## config.mk

```make
export PLATFORM = sky130hd
export DESIGN_NAME = ndv_div
export DESIGN_NICKNAME = d
export VERILOG_FILES = /design/src/hdl/ndv_div.sv
export SDC_FILE = /design/constraint.sdc
export NUM_CORES = 1
export LEC_CHECK = 0
export BUFFER_PORTS_ARGS = -buffer_cell sky130_fd_sc_hd__buf_4
export CORE_MARGIN = 2
export CORE_UTILIZATION = 30
export CTS_BUF_LIST = sky130_fd_sc_hd__clkbuf_4
export DETAILED_ROUTE_END_ITERATION = 7
export GPL_TIMING_DRIVEN = 0
export SYNTH_ARGS = -nofsm -noshare
export SYNTH_HDL_FRONTEND = slang
export SYNTH_SLANG_ARGS = --single-unit
```

## constraint.sdc

```tcl
create_clock -name clock -period 3.5 [get_ports clock]
set_clock_uncertainty 0.2 [all_clocks]
set_input_delay 0.35 -clock clock [delete_from_list [all_inputs] [get_ports clock]]
set_output_delay 0.35 -clock clock [all_outputs]
set_load 0.05 [all_outputs]
```

## src/hdl/ndv_div.sv

```systemverilog
// Restoring divider: 38-bit dividend by 24-bit divisor, one quotient bit a cycle.
`default_nettype none
module ndv_div (
   input  wire logic        clock,
   input  wire logic        reset,
   input  wire logic        start,
   input  wire logic [37:0] dividend,
   input  wire logic [23:0] divisor,
   output logic             done,
   output logic [37:0]      quotient
);
   logic [37:0] quo_ff, quo_in;
   logic [23:0] rem_ff, rem_in;
   logic [5:0]  cnt_ff, cnt_in;
   logic        busy_ff, busy_in;
   logic [24:0] trial;
   logic [25:0] diff;

   // one shift-subtract step
   always_comb begin
      quo_in  = quo_ff;
      rem_in  = rem_ff;
      cnt_in  = cnt_ff;
      busy_in = busy_ff;
      trial   = {rem_ff, quo_ff[37]};
      diff    = {1'b0, trial} - {2'b0, divisor};
      if (start) begin
         quo_in  = dividend;
         rem_in  = '0;
         cnt_in  = 6'd38;
         busy_in = 1'b1;
      end else if (busy_ff) begin
         if (!diff[25]) begin
            rem_in = diff[23:0];
            quo_in = {quo_ff[36:0], 1'b1};
         end else begin
            rem_in = trial[23:0];
            quo_in = {quo_ff[36:0], 1'b0};
         end
         cnt_in = cnt_ff - 6'd1;
         if (cnt_ff == 6'd1) busy_in = 1'b0;
      end
   end

   always_ff @(posedge clock) begin
      if (reset) begin
         busy_ff <= 1'b0;
         cnt_ff  <= '0;
      end else begin
         busy_ff <= busy_in;
         cnt_ff  <= cnt_in;
      end
      quo_ff <= quo_in;
      rem_ff <= rem_in;
   end

   assign done     = busy_ff && (cnt_ff == 6'd1);
   assign quotient = quo_in;
endmodule
`default_nettype wire

```

==> metrics <==
power per cell area=between 300 and 400 mW/mm²; Inserted Diodes=0; # rows=43; WL per Instance=approximately 14 µm; final setup violation count=0; GRT Residual Overflow=0; final worst setup slack=about 0.12 ns; Post-Route WL=approximately 12000 µm; antenna violations before repair=0; area of the die=about 0.015 mm²; vias in the first global route=approximately 4200; Peak VDD IR=slightly below 0.0002 V; normalized max-slew margin=0.4776; TritonCTS buffer count=9; DR iter-0 viols=approximately 170; worst slew pin tran=0.7836 ns; TritonRoute pass-1 iters=6; worst slack, placed=-0.007039 ns; clock tree root driver cell=clkbuf_4; #FFs+latches synth=69; clock sink total=around 70; Clock Path Buffers=2; mean post-synth cell area=8.456 µm²; Power Total=roughly 2.3 mW; IO buf count=between 100 and 150; dpl cells=between 700 and 800; Setup CP Type=reg2out; Syn-to-layout area delta=39.32%; Initial Util=0.3076; Die Wd=~120 µm; Final Non-Filler Cells=approximately 850; Worst-Skew Late Latency=0.41 ns; Crit path max-delay family=compound AO/OA/AOI/OAI gates; clock transition at the registers of the reported paths=around 0.11 ns; CP Max Fanout=4; number of synthesized flops with an enable pin=0; Yosys top cell by area=dfxtp_1; GP Congestion=approximately 0.8; Area after DPL=between 0.005 and 0.006 mm²; share of cells above drive strength 1=0.2295; # fillers=~1400; Register Area=0.001384 mm²; RSZ-0062 raised after global routing=yes; largest net degree at the start of global routing=14; final number of hold-violating endpoints=0; run status=finished, final reports clean; Yosys top cell area share=0.3235; min Tclk post-route=3.376 ns; Cell Area, Synth=roughly 0.0043 mm²; max_cap viols=0; Synth Instances=a little over 500; fmax=around 0.30 GHz; Routed Antenna Nets=0; Leakage=around 2.6 nW; Hold Crit Class=in2reg; routing usage on met1=0.2082; Detailed Place HPWL=between 9000 and 10000 µm; slowest cell delay on critical path=~0.36 ns; register area share after synthesis=0.3235; Area contributors post-synth=dfxtp_1, mux2i_1, ha_1; fraction of registers with async set/reset=0; yosys warns=0; vias per inst=~5; I/O Pins=104; Buffers & Inverters on Critical Path=2; CTS HTree Levels=3; Critical Path RT=a little under 3 ns; GRT Total Usage=0.1609; Hold WS=~0.19 ns; first-pass GRT wire length=just under 20000 µm; worst path cell trace=ha_1, nor2b_2, o2111ai_2, a21oi_2, o31a_1, o21a_2, a21o_1, buf_6, mux2i_4, o21ai_2, buf_6; Residual DRC=0; Post-Syn Nets=roughly 600; CP max-delay cell=dfxtp_2; met3 Usage GRT=0.02721; Core ar.=roughly 0.014 mm²; CP startpoint kind=flip-flop; TNS Setup=0 ns; CTS tree=done; gr busiest metal=met2; Final Core Density=0.4286; die height=~120 µm; Critical Path Most Common Cell=buf_6; multi-input logic area=approximately 0.0027 mm²; Final #Nets=approximately 760; CP arrival=approximately 2.8 ns; via count=~4200; routing usage on met2=0.2751; Yosys cell types=63; main flop type after synthesis=dfxtp_1; Final Cycle Share=0.9645; Worst setup EP type=output port; Final Cell Area=~0.0059 mm²; final slew viol count=0
-- synth_stat cells, types with 3 or more instances --
cell,count
xor2_1,5
o21a_1,9
xnor2_1,16
a21o_1,10
inv_1,32
a31oi_1,3
clkbuf_1,20
mux2i_1,53
and2_1,3
a21oi_1,19
nor2_1,37
o21ai_1,5
dfxtp_1,69
nand2_1,57
o221ai_1,3
nand3_1,3
nor2b_1,6
nand2b_1,7
nor3_1,8
o211ai_1,4
and3_1,3
o21ai_0,40
a211oi_1,16
ha_1,26
nand4b_1,3
or4_1,3
-- cells by family after synthesis --
logic type,count (synthesis),synth area share
xor+xnor,21,0.04307
compound gates,135,0.2159
flops,69,0.3235
buf+inv,58,0.05479
mux,53,0.1242
simple gates,142,0.1576
fa+ha+maj,27,0.08087
-- cell usage in the layout, fill, tap and decap left out, types with 17 or more instances in the layout --
master / count
inv_1: 32
dfxtp_1: 67
a21oi_1: 17
nor2_1: 37
mux2i_1: 52
ha_1: 24
o21ai_0: 39
dlygate4sd3_1: 39
nand2_1: 57
buf_4: 111
clkbuf_1: 20
-- state kept, by name, indices dropped and copies added (netlist names) --
signal   flops
quo_ff      38
rem_ff      24
busy_ff      1
cnt_ff       6
-- power breakdown --
part | switching, mW | leakage (nW) | total, mW | internal (mW)
combinational | 0.496 | 1.97 | 0.840 | 0.343
clock | 0.311 | 0.0666 | 0.531 | 0.220
sequential | 0.0496 | 0.576 | 0.910 | 0.860
-- worst register-to-register path, stage by stage, from the launching register on --
cell and delay (ns):
dfxtp_1 0.34, inv_1 0.07, ha_1 0.19, inv_1 0.06, fa_1 0.40, a21o_1 0.22
a221oi_4 0.35, a221oi_2 0.16, or3_4 0.37, a31oi_4 0.27, nor4_2 0.06, a311oi_1 0.31
o221ai_1 0.17
-- timing repair --
item / in CTS / in global routing
setup endpoints to repair: 1 / 2
resized for setup: 11 / 10
hold buffers: 38 / 1
pin swaps: 4 / 5
endpoints found under the hold margin: 44 / 1
setup buffers: 4 / 5
cloned: 0 / 0
-- cell type report --
class                      instances  area share
multi-input combinational        378      0.4595
sequential                        69      0.2326
timing repair buffer             150      0.2063
tap                              180     0.03785
inverter                          32     0.02019
buffer                            26     0.01977
clock inverter                     7     0.01241
clock buffer                       9     0.01136
-- worst paths after layout --
| check | start | endpoint | slack, ns | cells past startpoint |
|---|---|---|---|---|
| setup / recovery | rem_ff[0] | quotient[0] | 0.12 | 11 |
| hold / removal | start | quo_ff[0] | 0.19 | 2 |
| setup reg to reg | quo_ff[37] | rem_ff[22] | 0.21 | 12 |
| hold reg to reg | rem_ff[13] | rem_ff[13] | 0.32 | 2 |
-- routing by layer --
layer | vias to the layer above | share of wire
met5 | - | 0
met4 | 0 | 0.014
met3 | 15 | 0.033
met2 | 77 | 0.50
met1 | 1955 | 0.45
li1 | 2136 | -
No activity file was read; power rests on OpenSTA's default activity.
